$ cat config.mk
export PLATFORM = sky130hd
export DESIGN_NAME = quadrature_knob_and_button_reader
export DESIGN_NICKNAME = d
export VERILOG_FILES = /design/src/qkb_pkg.sv /design/src/qkb_debounce_cell.sv /design/src/qkb_quad.sv /design/src/quadrature_knob_and_button_reader.sv
export SDC_FILE = /design/constraint.sdc
export NUM_CORES = 1
export LEC_CHECK = 0
export BUFFER_PORTS_ARGS = -buffer_cell sky130_fd_sc_hd__buf_2
export CORE_MARGIN = 3
export CORE_UTILIZATION = 30
export DETAILED_ROUTE_END_ITERATION = 8
export PLACE_DENSITY_LB_ADDON = 0.2
export SYNTH_ARGS = -nofsm -noshare
export SYNTH_HDL_FRONTEND = slang
export SYNTH_SLANG_ARGS = --single-unit
$ cat constraint.sdc
create_clock -name clk -period 9.55 [get_ports clk]
set_clock_uncertainty 0.2 [all_clocks]
set_input_delay 1.91 -clock clk [delete_from_list [all_inputs] [get_ports clk]]
set_output_delay 1.91 -clock clk [all_outputs]
set_load 0.01 [all_outputs]
$ cat src/qkb_pkg.sv
`timescale 1ns / 1ps
// ----------------------------------------------------------------------------
// qkb_pkg: shared types and constants
// Payload structs, register indexes and widths for the knob and button reader.
// ----------------------------------------------------------------------------
package qkb_pkg;

	// number of debounced pins: A, B, trigger, preset A..C
	localparam int PIN_N      = 6;
	// number of buttons reported
	localparam int BUTTON_N   = 4;
	// position register width (output fields are fixed at 32 bits)
	localparam int POS_W      = 32;
	// hold counter width per pin
	localparam int HOLD_W     = 16;
	// width of a hold count register and of the config data bus
	localparam int CFG_W      = 16;
	localparam int MASK_W     = 4;
	localparam int CFG_IDX_W  = 3;

	// level bit order inside the stable level vector
	localparam int LVL_A       = 0;
	localparam int LVL_B       = 1;
	localparam int LVL_BUTTON0 = 2;

	// register reset values
	localparam logic [CFG_W-1:0]  BUTTON_HOLD_RST  = CFG_W'(10);
	localparam logic [CFG_W-1:0]  ENCODER_HOLD_RST = CFG_W'(1);
	localparam logic [MASK_W-1:0] MASK_RST         = '0;

	typedef enum logic [CFG_IDX_W-1:0] {
		REG_TRIGGER_HOLD  = 3'd0,
		REG_PRESET_A_HOLD = 3'd1,
		REG_PRESET_B_HOLD = 3'd2,
		REG_PRESET_C_HOLD = 3'd3,
		REG_ENCODER_HOLD  = 3'd4,
		REG_CLOSED_MASK   = 3'd5
	} reg_index_t;

	typedef struct packed {
		logic kind;
		logic raw_a;
		logic raw_b;
		logic raw_trigger;
		logic raw_preset_a;
		logic raw_preset_b;
		logic raw_preset_c;
	} sample_t;

	typedef struct packed {
		logic              trigger_on;
		logic              preset_a_on;
		logic              preset_b_on;
		logic              preset_c_on;
		logic              trigger_toggled;
		logic              preset_a_toggled;
		logic              preset_b_toggled;
		logic              preset_c_toggled;
		logic signed [31:0] position_delta;
		logic signed [31:0] position;
	} report_t;

	// sample kind: report after sampling
	localparam logic KIND_REPORT = 1'b1;

endpackage

$ cat src/qkb_debounce_cell.sv
`timescale 1ns / 1ps
// ----------------------------------------------------------------------------
// qkb_debounce_cell: one pin debouncer
// Holds the previous raw level, a saturating hold counter and the stable
// level of one pin; inserts its new stable level into the level vector that
// ripples along the row of cells.
// ----------------------------------------------------------------------------
module qkb_debounce_cell (
	input  logic                         clk,
	input  logic                         arst_n,
	input  logic                         en,
	input  logic                         raw,
	input  logic [qkb_pkg::CFG_W-1:0]    hold,
	input  logic [qkb_pkg::PIN_N-1:0]    levels_in,
	output logic [qkb_pkg::PIN_N-1:0]    levels_out
);

	localparam logic [qkb_pkg::HOLD_W-1:0] CntMax = '1;

	logic                        prev_q;
	logic                        stable_q;
	logic [qkb_pkg::HOLD_W-1:0]  cnt_q;
	logic [qkb_pkg::HOLD_W-1:0]  cnt_d;
	logic                        stable_d;

	// counter restarts on a level change, else counts up and saturates
	always_comb begin
		if (raw != prev_q) begin
			cnt_d = '0;
		end else if (cnt_q != CntMax) begin
			cnt_d = cnt_q + 1'b1;
		end else begin
			cnt_d = cnt_q;
		end
		stable_d = (32'(cnt_d) >= 32'(hold)) ? raw : stable_q;
	end

	// shift own level in from the top; after the last cell bit i is cell i
	assign levels_out = {stable_d, levels_in[qkb_pkg::PIN_N-1:1]};

	always_ff @(posedge clk or negedge arst_n) begin
		if (!arst_n) begin
			prev_q   <= 1'b0;
			stable_q <= 1'b0;
			cnt_q    <= '0;
		end else if (en) begin
			prev_q   <= raw;
			stable_q <= stable_d;
			cnt_q    <= cnt_d;
		end
	end

endmodule

$ cat src/qkb_quad.sv
`timescale 1ns / 1ps
// ----------------------------------------------------------------------------
// qkb_quad: quadrature phase tracker
// Seven-phase sequence on the debounced A and B levels; a completed
// clockwise sequence counts up, an anticlockwise one counts down.
// ----------------------------------------------------------------------------
module qkb_quad (
	input  logic                      clk,
	input  logic                      arst_n,
	input  logic                      en,
	input  logic                      enc_a,
	input  logic                      enc_b,
	output logic [qkb_pkg::POS_W-1:0] pos_next
);

	typedef enum logic [6:0] {
		PH_IDLE = 7'b0000001,
		PH_CW1  = 7'b0000010,
		PH_CW2  = 7'b0000100,
		PH_CW3  = 7'b0001000,
		PH_CCW1 = 7'b0010000,
		PH_CCW2 = 7'b0100000,
		PH_CCW3 = 7'b1000000
	} phase_t;

	phase_t                     phase_q;
	phase_t                     phase_d;
	logic [qkb_pkg::POS_W-1:0]  pos_q;

	// next phase and position for this tick
	always_comb begin
		phase_d  = phase_q;
		pos_next = pos_q;
		unique case (phase_q)
			PH_IDLE: begin
				if (!enc_a) begin
					phase_d = PH_CW1;
				end else if (!enc_b) begin
					phase_d = PH_CCW1;
				end
			end
			PH_CW1: begin
				if (!enc_b) phase_d = PH_CW2;
			end
			PH_CW2: begin
				if (enc_a) phase_d = PH_CW3;
			end
			PH_CW3: begin
				if (enc_a && enc_b) begin
					phase_d  = PH_IDLE;
					pos_next = pos_q + 1'b1;
				end
			end
			PH_CCW1: begin
				if (!enc_a) phase_d = PH_CCW2;
			end
			PH_CCW2: begin
				if (enc_b) phase_d = PH_CCW3;
			end
			PH_CCW3: begin
				if (enc_a && enc_b) begin
					phase_d  = PH_IDLE;
					pos_next = pos_q - 1'b1;
				end
			end
			default: phase_d = PH_IDLE;
		endcase
	end

	always_ff @(posedge clk or negedge arst_n) begin
		if (!arst_n) begin
			phase_q <= PH_IDLE;
			pos_q   <= '0;
		end else if (en) begin
			phase_q <= phase_d;
			pos_q   <= pos_next;
		end
	end

	// position only moves when a sequence completes
	a_pos_step: assert property (@(posedge clk) disable iff (!arst_n)
		!$stable(pos_q) |-> $past(phase_q == PH_CW3 || phase_q == PH_CCW3))
		else $error("position changed outside a final phase");

	// a finished sequence always returns to idle
	a_back_idle: assert property (@(posedge clk) disable iff (!arst_n)
		!$stable(pos_q) |-> phase_q == PH_IDLE)
		else $error("phase not idle after a count");

	// clockwise completion counts up by exactly one
	a_cw_inc: assert property (@(posedge clk) disable iff (!arst_n)
		(en && phase_q == PH_CW3 && enc_a && enc_b) |=> pos_q == $past(pos_q) + 1'b1)
		else $error("clockwise step not counted");

endmodule

$ cat src/quadrature_knob_and_button_reader.sv
`timescale 1ns / 1ps
// Output: a transferred report sample is loaded into the output register when that register is
//   empty or its report transfers at the same edge; else it waits in the skid entry.
// Throughput: one sample per cycle; sample_ready drops only while a second report waits in
//   the skid entry behind a stalled output register, and rises after the next report transfer.
// Reset: arst_n clears all debounce cells, phase, position, report history and output
//   valids; hold registers return to 10 (buttons) and 1 (encoder), closed-level mask to 0.
// ----------------------------------------------------------------------------
// quadrature_knob_and_button_reader: top level
// Row of six debounce cells, quadrature tracker, report logic and output
// register with skid stage.
// ----------------------------------------------------------------------------
module quadrature_knob_and_button_reader (
	input  logic                          clk,
	input  logic                          arst_n,
	input  logic                          cfg_we,
	input  logic [qkb_pkg::CFG_IDX_W-1:0] cfg_index,
	input  logic [qkb_pkg::CFG_W-1:0]     cfg_data,
	input  logic                          sample_valid,
	output logic                          sample_ready,
	input  qkb_pkg::sample_t              sample,
	output logic                          report_valid,
	input  logic                          report_ready,
	output qkb_pkg::report_t              report
);

	// configuration registers
	logic [qkb_pkg::BUTTON_N-1:0][qkb_pkg::CFG_W-1:0] button_hold_q;
	logic [qkb_pkg::CFG_W-1:0]                        enc_hold_q;
	logic [qkb_pkg::MASK_W-1:0]                       mask_q;

	always_ff @(posedge clk or negedge arst_n) begin
		if (!arst_n) begin
			button_hold_q <= {qkb_pkg::BUTTON_N{qkb_pkg::BUTTON_HOLD_RST}};
			enc_hold_q    <= qkb_pkg::ENCODER_HOLD_RST;
			mask_q        <= qkb_pkg::MASK_RST;
		end else if (cfg_we) begin
			unique case (cfg_index)
				qkb_pkg::REG_TRIGGER_HOLD:  button_hold_q[0] <= cfg_data;
				qkb_pkg::REG_PRESET_A_HOLD: button_hold_q[1] <= cfg_data;
				qkb_pkg::REG_PRESET_B_HOLD: button_hold_q[2] <= cfg_data;
				qkb_pkg::REG_PRESET_C_HOLD: button_hold_q[3] <= cfg_data;
				qkb_pkg::REG_ENCODER_HOLD:  enc_hold_q       <= cfg_data;
				qkb_pkg::REG_CLOSED_MASK:   mask_q <= cfg_data[qkb_pkg::MASK_W-1:0];
				default: ;
			endcase
		end
	end

	// input transfer
	logic accept;
	logic skid_valid_q;

	assign sample_ready = !skid_valid_q;
	assign accept       = sample_valid && sample_ready;

	// debounce row
	logic [qkb_pkg::PIN_N-1:0]                    raw;
	logic [qkb_pkg::PIN_N-1:0][qkb_pkg::CFG_W-1:0] pin_hold;
	logic [qkb_pkg::PIN_N:0][qkb_pkg::PIN_N-1:0]  chain;
	logic [qkb_pkg::PIN_N-1:0]                    stable;

	assign raw = {sample.raw_preset_c, sample.raw_preset_b, sample.raw_preset_a,
		sample.raw_trigger, sample.raw_b, sample.raw_a};
	assign pin_hold = {button_hold_q, enc_hold_q, enc_hold_q};
	assign chain[0] = '0;
	assign stable   = chain[qkb_pkg::PIN_N];

	for (genvar i = 0; i < qkb_pkg::PIN_N; i++) begin : g_cell
		qkb_debounce_cell u_cell (
			.clk        (clk),
			.arst_n     (arst_n),
			.en         (accept),
			.raw        (raw[i]),
			.hold       (pin_hold[i]),
			.levels_in  (chain[i]),
			.levels_out (chain[i+1])
		);
	end

	// quadrature tracking
	logic [qkb_pkg::POS_W-1:0] pos_next;

	qkb_quad u_quad (
		.clk      (clk),
		.arst_n   (arst_n),
		.en       (accept),
		.enc_a    (stable[qkb_pkg::LVL_A]),
		.enc_b    (stable[qkb_pkg::LVL_B]),
		.pos_next (pos_next)
	);

	// report build
	logic [qkb_pkg::BUTTON_N-1:0] on;
	logic [qkb_pkg::BUTTON_N-1:0] toggled;
	logic [qkb_pkg::BUTTON_N-1:0] reported_q;
	logic [qkb_pkg::POS_W-1:0]    last_pos_q;
	logic [qkb_pkg::POS_W-1:0]    delta;
	logic                         make_report;
	qkb_pkg::report_t             new_report;

	assign make_report = accept && (sample.kind == qkb_pkg::KIND_REPORT);
	assign on      = ~(stable[qkb_pkg::LVL_BUTTON0 +: qkb_pkg::BUTTON_N] ^ mask_q);
	assign toggled = on ^ reported_q;
	assign delta   = pos_next - last_pos_q;

	always_comb begin
		new_report.trigger_on       = on[0];
		new_report.preset_a_on      = on[1];
		new_report.preset_b_on      = on[2];
		new_report.preset_c_on      = on[3];
		new_report.trigger_toggled  = toggled[0];
		new_report.preset_a_toggled = toggled[1];
		new_report.preset_b_toggled = toggled[2];
		new_report.preset_c_toggled = toggled[3];
		new_report.position_delta   = 32'($signed(delta));
		new_report.position         = 32'($signed(pos_next));
	end

	always_ff @(posedge clk or negedge arst_n) begin
		if (!arst_n) begin
			reported_q <= '0;
			last_pos_q <= '0;
		end else if (make_report) begin
			reported_q <= on;
			last_pos_q <= pos_next;
		end
	end

	// output register plus skid entry
	logic             out_valid_q;
	logic             out_fire;
	qkb_pkg::report_t out_q;
	qkb_pkg::report_t skid_q;

	assign out_fire     = out_valid_q && report_ready;
	assign report_valid = out_valid_q;
	assign report       = out_q;

	always_ff @(posedge clk or negedge arst_n) begin
		if (!arst_n) begin
			out_valid_q  <= 1'b0;
			skid_valid_q <= 1'b0;
		end else if (skid_valid_q) begin
			if (out_fire) begin
				skid_valid_q <= 1'b0;
			end
		end else if (make_report) begin
			if (!out_valid_q || out_fire) begin
				out_valid_q <= 1'b1;
			end else begin
				skid_valid_q <= 1'b1;
			end
		end else if (out_fire) begin
			out_valid_q <= 1'b0;
		end
	end

	always_ff @(posedge clk) begin
		if (skid_valid_q) begin
			if (out_fire) begin
				out_q <= skid_q;
			end
		end else if (make_report) begin
			if (!out_valid_q || out_fire) begin
				out_q <= new_report;
			end else begin
				skid_q <= new_report;
			end
		end
	end

	// skid entry is only used behind a full output register
	a_skid_behind_out: assert property (@(posedge clk) disable iff (!arst_n)
		skid_valid_q |-> out_valid_q)
		else $error("skid entry valid with empty output register");

	// a waiting skid entry is kept until the output moves
	a_skid_hold: assert property (@(posedge clk) disable iff (!arst_n)
		(skid_valid_q && !report_ready) |=> (skid_valid_q && $stable(skid_q)))
		else $error("skid entry lost while output stalled");

	// a report into an empty output shows up on the next cycle
	a_report_loaded: assert property (@(posedge clk) disable iff (!arst_n)
		(make_report && !out_valid_q) |=> (out_valid_q && out_q == $past(new_report)))
		else $error("report not loaded into output register");

endmodule

* After elaboration in Yosys (flattened, before gate mapping) *
Cells that the tools add are included.

word-level totals
  register bits = 413
  input port bits = 31
  output and inout port bits = 74
  word-level logic and storage cells = 164

operators by class
  $add $sub $neg = 9
  magnitude comparators = 6
  equality and inequality tests = 32
  mux-type cells = 40
  bitwise operators = 5
  reduce and logical (&&, ||, !) cells = 22

operators with widths
  operator                                                count
  2-to-1 mux 72 bit                                       4
  2-to-1 mux 16 bit                                       12
  adder 16 x 1 -> 16 bit (second input constant)          6
  greater-or-equal comparator 16 bit                      6
  inequality test 16 bit (second input constant)          6
  2-to-1 mux 32 bit                                       2
  case mux 32 bit (2 select lines)                        1
  2-to-1 mux 7 bit                                        7
  case mux 7 bit (6 select lines)                         1
  adder 32 x 1 -> 32 bit (second input constant)          1
  subtractor 32 x 1 -> 32 bit (second input constant)     1
  subtractor 32 bit                                       1
  2-to-1 mux 1 bit                                        13
  AND reduction 2 bit                                     6
  inequality test 2 x 1 -> 1 bit (second input constant)  5
  AND reduction 3 bit                                     3
  bitwise XOR 4 bit                                       2
  equality test 7 x 1 -> 1 bit (second input constant)    1
  equality test 7 x 2 -> 1 bit (second input constant)    1
  equality test 7 x 3 -> 1 bit (second input constant)    1
  equality test 7 x 4 -> 1 bit (second input constant)    1
  equality test 7 x 5 -> 1 bit (second input constant)    1
  equality test 7 x 6 -> 1 bit (second input constant)    1
  equality test 7 bit (second input constant)             1
  15 further kinds                                        30

* Logic depth before layout (Yosys ltp) *
Gate-level depths: netlist of the first run.

  depth after elaboration = 12
  depth in mapped cells = 33
  gate-level depth less buffers = 31

* Modules after synthesis *
From an unflattened synthesis of the first run, not the netlist that was laid out.

unflattened totals
  cells, all modules = 2572
  area, all modules = 25692.1 µm²

modules (own cells, without submodules)
  module                                     instances  cells each  area each (µm²)  sequential area each (µm²)
  quadrature_knob_and_button_reader          1          843         11816.3          7388.3
  qkb_debounce_cell at g_cell[0].u_cell ...  4          213         1714.1           450.4
  qkb_quad                                   1          439         3498.4           977.2
  qkb_debounce_cell at g_cell[5].u_cell      1          218         1767.9           450.4
  qkb_debounce_cell at g_cell[1].u_cell      1          220         1752.9           450.4

* Worst setup path after synthesis of the first run *
Ideal clock, no wire load.

  path kind = input to register
  from = input sample[4] (netlist bit)
  to = register out_q (netlist bit report[62]) (data pin)
  setup time = 260 ps
  arrival = 7324 ps
  path slack = 1766 ps
  stages = 25
  path buffers = 2
  cell sequence = xor2_1 -> clkbuf_1 -> clkbuf_1 -> nor2_1 -> ha_1 -> nand4_1 -> or4_1 -> a211o_1 -> o21ai_1 -> o21bai_4 -> nor2_2 -> xnor2_1 -> ha_1 -> inv_1 -> fa_1 -> a21o_1 -> a21oi_1 -> o21ai_0 -> nand4b_1 -> a31oi_1 -> a221o_1 -> a221o_1 -> a21oi_1 -> xnor2_1 -> mux2_2

on the way
  longest elaborated chain between the ends = 11
  elaborated cells on any way between the ends = 12
  classes of those cells = add/sub (1); order compare (1); eq/ne (1); mux (8); reduce/logical (1)

ends and longest elaborated chain
  item                                    line                                      source
  start: declaration                      quadrature_knob_and_button_reader.sv:21   input qkb_pkg::sample_t sample,
  inequality test 1 bit (*)               qkb_debounce_cell.sv:28                   if (raw != prev_q) begin
  2-to-1 mux 16 bit (*)                   qkb_debounce_cell.sv:28
  via g_cell[1].u_cell.cnt_d (one bit)    qkb_debounce_cell.sv:23                   logic [qkb_pkg::HOLD_W-1:0] cnt_d;
  greater-or-equal comparator 16 bit (*)  qkb_debounce_cell.sv:35                   stable_d = (32'(cnt_d) >= 32'(hold)) ? raw : stable_q;
  2-to-1 mux 1 bit (*)                    qkb_debounce_cell.sv:35
  logical AND 1 bit (*)                   qkb_quad.sv:49, qkb_quad.sv:61
  2-to-1 mux 32 bit (on tied branches)    qkb_quad.sv:61, qkb_quad.sv:49
  case mux 32 bit (2 select lines) (*)    qkb_quad.sv:34                            unique case (phase_q)
  subtractor 32 bit (*)                   quadrature_knob_and_button_reader.sv:105  assign delta = pos_next - last_pos_q;
  via delta (one bit)                     quadrature_knob_and_button_reader.sv:98   logic [qkb_pkg::POS_W-1:0] delta;
  2-to-1 mux 72 bit (*)                   quadrature_knob_and_button_reader.sv:165  if (!out_valid_q || out_fire) begin
  2-to-1 mux 72 bit (*)                   quadrature_knob_and_button_reader.sv:164  end else if (make_report) begin
  2-to-1 mux 72 bit (*)                   quadrature_knob_and_button_reader.sv:160  if (skid_valid_q) begin
  end signal: assignment                  quadrature_knob_and_button_reader.sv:162  out_q <= skid_q;
  end signal: assignment                  quadrature_knob_and_button_reader.sv:166  out_q <= new_report;
  end: declaration                        quadrature_knob_and_button_reader.sv:133  qkb_pkg::report_t out_q;

Mark *: on every way through the listed nets, which the timed path passes. The rest lies on a longest branch. The select of a mux whose other input is x is not followed.
A chain may end at the register's enable or synchronous reset.

* Worst setup path after layout of the first run *
  from = register g_cell[1].u_cell.cnt_q[0] (netlist bit)
  to = register out_q (netlist bit report[63]) (data pin)

on the way
  longest elaborated chain between the ends = 12
  elaborated cells on any way between the ends = 14
  classes of those cells = add/sub (2); order compare (1); eq/ne (1); mux (9); reduce/logical (1)

ends and longest elaborated chain
  item                                                                     line                                              source
  start: declaration                                                       qkb_debounce_cell.sv:22                           logic [qkb_pkg::HOLD_W-1:0] cnt_q;
  start signal: assignment                                                 qkb_debounce_cell.sv:49                           cnt_q <= cnt_d;
  adder 16 x 1 -> 16 bit / inequality test 16 bit (equally long branches)  qkb_debounce_cell.sv:31, qkb_debounce_cell.sv:30
  2-to-1 mux 16 bit (*)                                                    qkb_debounce_cell.sv:30                           end else if (cnt_q != CntMax) begin
  2-to-1 mux 16 bit (*)                                                    qkb_debounce_cell.sv:28
  via g_cell[1].u_cell.cnt_d (one bit)                                     qkb_debounce_cell.sv:23
  greater-or-equal comparator 16 bit (*)                                   qkb_debounce_cell.sv:35
  2-to-1 mux 1 bit (*)                                                     qkb_debounce_cell.sv:35
  logical AND 1 bit (*)                                                    qkb_quad.sv:49, qkb_quad.sv:61
  2-to-1 mux 32 bit (on tied branches)                                     qkb_quad.sv:61, qkb_quad.sv:49
  case mux 32 bit (2 select lines) (*)                                     qkb_quad.sv:34
  via pos_next (one bit)                                                   quadrature_knob_and_button_reader.sv:82           logic [qkb_pkg::POS_W-1:0] pos_next;
  subtractor 32 bit (*)                                                    quadrature_knob_and_button_reader.sv:105
  via delta (one bit)                                                      quadrature_knob_and_button_reader.sv:98
  2-to-1 mux 72 bit (*)                                                    quadrature_knob_and_button_reader.sv:165
  2-to-1 mux 72 bit (*)                                                    quadrature_knob_and_button_reader.sv:164
  2-to-1 mux 72 bit (*)                                                    quadrature_knob_and_button_reader.sv:160

Marked as above.

==> reports/qor.yml, run 1 <==
yosys.area.top_type: "dfrtp_1"
yosysTopAreaCellShare: 0.281
start_util: 0.304
synthesis.nets: 2495
dp_slack_ns: 0.822
synthToLayoutAreaGrowth_pct: 14.7
via_per_inst: 4.81
seq_area_frac_synth: 0.479
root_buffer: "clkbuf_16"
place_hpwl_um: 40400
cap_violations: 0
ant_nets: 0
clk_latency_ns: 0.60
min_period_ns: 8.54
drive_gt1_frac: 0.148
cts_tree: "yes"
ys_warn_count: 0
hold_class: "reg -> reg"
coreArea_mm2: 0.0761
crit_required_ns: 9.68
ys_seq_elements: 413
routedWlPerCell_um: 16.6
clkPwrFrac: 0.338
grt_max_degree: 82
cts_resized: 0
intPower_mw: 4.02
dp.cells: 3384
crit_slowest_cell: "a2111oi_1"
ff2ff_setup_slack_ns: 1.01
io_pins: 105
finalSetupTns_ns: 0
switchingPower_mw: 1.90
ys.flop_type: "dfrtp_1"
ir_worst_vdd_mv: 0.128
drt_wl_total_um: 57700
combPwrFrac: 0.265
nFillCells: 7753
fp.dieArea_mm2: 0.0804
worstPathArrival_ns: 8.67
synth_edf_count: 144
grt_pass1_wl_um: 93000
port_buffers: 104
post-route-period-util: 0.894
netlist_top_cells_area: "dfrtp_1, edfxtp_1, ha_1"
cts_max_level: 2
cts_setup_buffers: 0
grt_usage: 0.142
async_flop_share: 0.651
synthTopCellsByCount: "nand2_1, dfrtp_1, o21ai_0, inv_1, nor2_1"
p_per_area_mw_per_mm2: 224
gp_congestion: 0.874
finalMaxSlewViolations: 0
via_count: 16700
max_freq_mhz: 117
setup_violations: 0
synth_cell_types: 86
dieWidth_um: 283
crit_type: "reg -> reg"
p_sw_frac: 0.321
grt_antenna_before_repair: 2
hold_violations: 0
drc_errors: 0
worstPathMaxFanout: 17
stdcell_count: 3478
gr-total-overflow: 0
tightestPinTransition_ns: 1.04
slowest_delay_ns: 0.75
pwr-share-seq: 0.397
fin_ws_ns: 1.01
fin_nets: 2573
fp-row-count: 101
outcome: "finished, final reports clean"
antenna_cells: 0
synthCells: 2328
slew_headroom: 0.310
cp-start-kind: "flip-flop"
synth.avg_cell_area_um2: 9.92
p_leak_nw: 11.5
cts_hold_buf: 0
drtIter0Drc: 866
clock-sinks: 413
path_common_cell: "ha_1"
fp.dieH_um: 283
numCtsBuffers: 50
clkTransAtPathRegs_ns: 0.06
drt_first_pass_iters: 8
grt_pass1_vias: 16700
worst_setup_path_end_kind: "flip-flop"
rsz0062_at_grt: "false"
clockBufferDepth: 3
syn_area_mm2: 0.0231
synth.most_common_cell: "nand2_1"
-- placed cells by master (no fill, tap or decap), types with 25 or more instances in the layout --
cell type  instances
xor2_1            83
mux2_2           100
buf_2            103
o21ai_0          173
nor3_1            27
nand2_1          341
inv_1            153
edfxtp_1         144
nand4_1           35
xnor2_1           75
clkbuf_16         51
o31ai_1           58
dfrtp_1          258
nor2_1           146
nand3_1           88
ha_1             135
a21oi_1           88
a21o_1            31
and3_1            25
-- final timing paths --
kind	start	to	depth (start not counted)
worst max register to register	g_cell[1].u_cell.cnt_q[0]	report[63]	29
worst min register to register	last_pos_q[29]	last_pos_q[29]	2
worst min-delay path	last_pos_q[29]	last_pos_q[29]	2
max in group asynchronous	arst_n	skid_valid_q	2
worst max-delay path	g_cell[1].u_cell.cnt_q[0]	report[63]	29
min in group asynchronous	arst_n	g_cell[0].u_cell.cnt_q[4]	1
-- routing by layer --
layer,GRT usage,up-vias,share of wire
li1,-,8355,-
met1,0.197,7949,0.49
met2,0.232,323,0.45
met3,0.0229,83,0.041
met4,0.0341,2,0.018
met5,0,-,0.00023
-- cell type report --
class	count	area, um^2	area share
clock buffers	69	1430	0.0541
clock inverters	25	324	0.0122
inverters	157	589	0.0222
multi-input cells	1657	11100	0.419
flip-flops and latches	413	11100	0.418
well taps	1030	1290	0.0486
repair buffers	127	703	0.0265
-- flip-flops by register name, indices dropped and copies added, names as in the netlist, 7 cells and up --
register	flops
button_hold_q	64
enc_hold_q	16
g_cell.u_cell.cnt_q	96
last_pos_q	32
report	72
skid_q	72
u_quad.phase_q	7
u_quad.pos_q	32
-- through the flow --
step | cell area (um^2) | total power, mW | util | hold slack, ns
after floorplan | 23100 | 3.47 | - | 0.249
after global placement | 24700 | 3.95 | 0.325 | 0.265
after detailed placement | 24700 | 3.99 | 0.325 | 0.272
after CTS | 26500 | 6.05 | 0.348 | 0.286
after global routing | 26500 | 6.31 | 0.348 | 0.302
final | 26500 | 5.93 | 0.348 | 0.282
-- worst max-delay path, delay by kind of cell (launching register included) --
family,cells,cell delay [ns]
AND/OR/NAND/NOR,12,2.98
multiplexers,1,0.27
buffers and inverters,1,0.15
AO/OA/AOI/OAI,10,3.38
adder cells (fa/ha/maj),3,0.66
XOR/XNOR,2,0.25
flip-flops,1,0.41
-- logic make-up after synthesis --
family / synth area share
adder cells (fa/ha/maj): 0.0740
multiplexers: 0.0584
buffers and inverters: 0.0431
AND/OR/NAND/NOR: 0.159
AO/OA/AOI/OAI: 0.121
flip-flops: 0.479
XOR/XNOR: 0.0653
-- power by group through the flow --
stage	clock network (mW)	logic (mW)	registers (mW)
after CTS	2.08	1.61	2.36
final	2.01	1.57	2.35
after global routing	2.14	1.78	2.39
after detailed placement	0	1.59	2.39
after global placement	0	1.57	2.38
after floorplan	0	1.06	2.41
Power figures use the tool's default switching activity.
==> inputs of run 2 (changes only) <==
Settings changed: CORE_ASPECT_RATIO set to 1.2.
Clock period 9.55 ns to 9.5 ns, I/O delays scaled along.
==> run 2 against run 1 <==
Net effect: first-iteration DRC count increased by 2.2%; setup slack worse by 0.22 ns; cell area hardly changed; largest power group unchanged; utilization grew 0.20 points; power rose by 2.1%; critical endpoint unchanged.
==> reports/qor.yml, run 2 (synthesis gave the netlist of run 1 again) <==
finalSetupTns_ns: 0
drt_first_pass_iters: 6
via_count: 16900
slew_headroom: 0.254
clk_latency_ns: 0.60
max_freq_mhz: 115
worstPathMaxFanout: 16
cts_max_level: 2
gr-total-overflow: 0
post-route-period-util: 0.917
gp_congestion: 0.856
layout_common_cells: "nand2_1, dfrtp_1, o21ai_0"
slowest_delay_ns: 0.76
fin_nets: 2569
cap_violations: 0
crit_slowest_cell: "a2111oi_1"
crit_required_ns: 9.63
tightestPinTransition_ns: 1.12
port_buffers: 104
numCtsBuffers: 50
io_pins: 105
fp-row-count: 110
root_buffer: "clkbuf_16"
cts_hold_buf: 0
grt_pass1_wl_um: 94100
coreArea_mm2: 0.0757
p_leak_nw: 11.5
crit_type: "reg -> reg"
via_per_inst: 4.89
outcome: "finished, final reports clean"
grt_antenna_before_repair: 7
place_hpwl_um: 40100
grt_pass1_vias: 17200
total_power_mw: 6.05
drt_wl_total_um: 57800
clkTransAtPathRegs_ns: 0.06
cp-start-kind: "flip-flop"
hold_violations: 0
grt_usage: 0.145
drive_gt1_frac: 0.146
ant_nets: 0
drc_errors: 0
min_period_ns: 8.71
setup_violations: 0
cts_tree: "yes"
start_util: 0.305
synthToLayoutAreaGrowth_pct: 14.8
finalMaxSlewViolations: 0
worstPathArrival_ns: 8.83
largest-register: "g_cell.u_cell.cnt_q"
dieWidth_um: 259
routedWlPerCell_um: 16.7
ff2ff_path_depth: 29
p_per_area_mw_per_mm2: 228
clockBufferDepth: 3
largest_register_ffs: 96
hold_class: "reg -> reg"
drtIter0Drc: 885
hold_depth: 2
ir_worst_vdd_mv: 0.132
worst_setup_path_end_kind: "flip-flop"
final_common_cell: "nand2_1"
clock-sinks: 413
grt_max_degree: 167
path_common_cell: "ha_1"
rsz0062_at_grt: "false"
cts_resized: 0
fp.dieH_um: 310
cts_setup_buffers: 0
fp.dieArea_mm2: 0.0804
run 2: cell count changes in the layout (fill, tap and decap cells not counted), sizes merged:
cell	previous run	this run
inv	158	159
clkinvlp	2	1
diode	0	3
buf	127	123
clkinv	16	14
clkbuf	69	67
bufinv	6	10
run 2: power breakdown:
group,internal (mW),switching (mW),leakage [nW],total [mW]
clock,1.32,0.783,0.897,2.10
combinational,0.594,0.992,5.79,1.59
sequential,2.22,0.142,4.84,2.36
total,4.13,1.92,11.5,6.05
run 2: worst paths after layout:
kind,endpoint,slack (ns),from
min,last_pos_q[4],0.28,last_pos_q[4]
min reg2reg,last_pos_q[4],0.28,last_pos_q[4]
min in group asynchronous,g_cell[1].u_cell.cnt_q[9],1.18,arst_n
max reg2reg,report[63],0.79,g_cell[1].u_cell.cnt_q[0]
max,report[63],0.79,g_cell[1].u_cell.cnt_q[0]
max in group asynchronous,enc_hold_q[4],6.40,arst_n
run 2: final cells by class:
type,instances,area [um^2]
Antenna cell,3,7.51
Clock buffer,67,1420
Clock inverter,27,402
Fill cell,7672,49200
Inverter,157,589
Multi-Input combinational cell,1657,11100
Sequential cell,413,11100
Tap cell,1008,1260
Timing Repair Buffer,123,686
run 2: layer usage:
metal,global-route usage,share of wire,vias up
li1,-,-,8349
met1,0.190,0.46,8100
met2,0.244,0.47,325
met3,0.0242,0.044,107
met4,0.0463,0.029,10
met5,0,0.0011,-
run 2: critical path: cells and delay by family (launching register included):
kind | cells | cell delay (ns)
adder cells (fa/ha/maj) | 3 | 0.63
XOR/XNOR | 2 | 0.36
buffers and inverters | 1 | 0.15
multiplexers | 1 | 0.26
AO/OA/AOI/OAI | 10 | 3.44
AND/OR/NAND/NOR | 12 | 3.03
flip-flops | 1 | 0.42
run 2: through the flow:
step | worst slack, ns | area (um^2) | std cells | util | hold WS [ns]
floorplan | 1.73 | 23100 | 2328 | - | 0.249
global placement | 0.821 | 24700 | 3358 | 0.326 | 0.264
detailed placement | 0.642 | 24700 | 3358 | 0.326 | 0.274
CTS | 0.796 | 26500 | 3452 | 0.350 | 0.287
global route | 0.0817 | 26500 | 3453 | 0.350 | 0.306
finish | 0.791 | 26500 | 3455 | 0.350 | 0.281
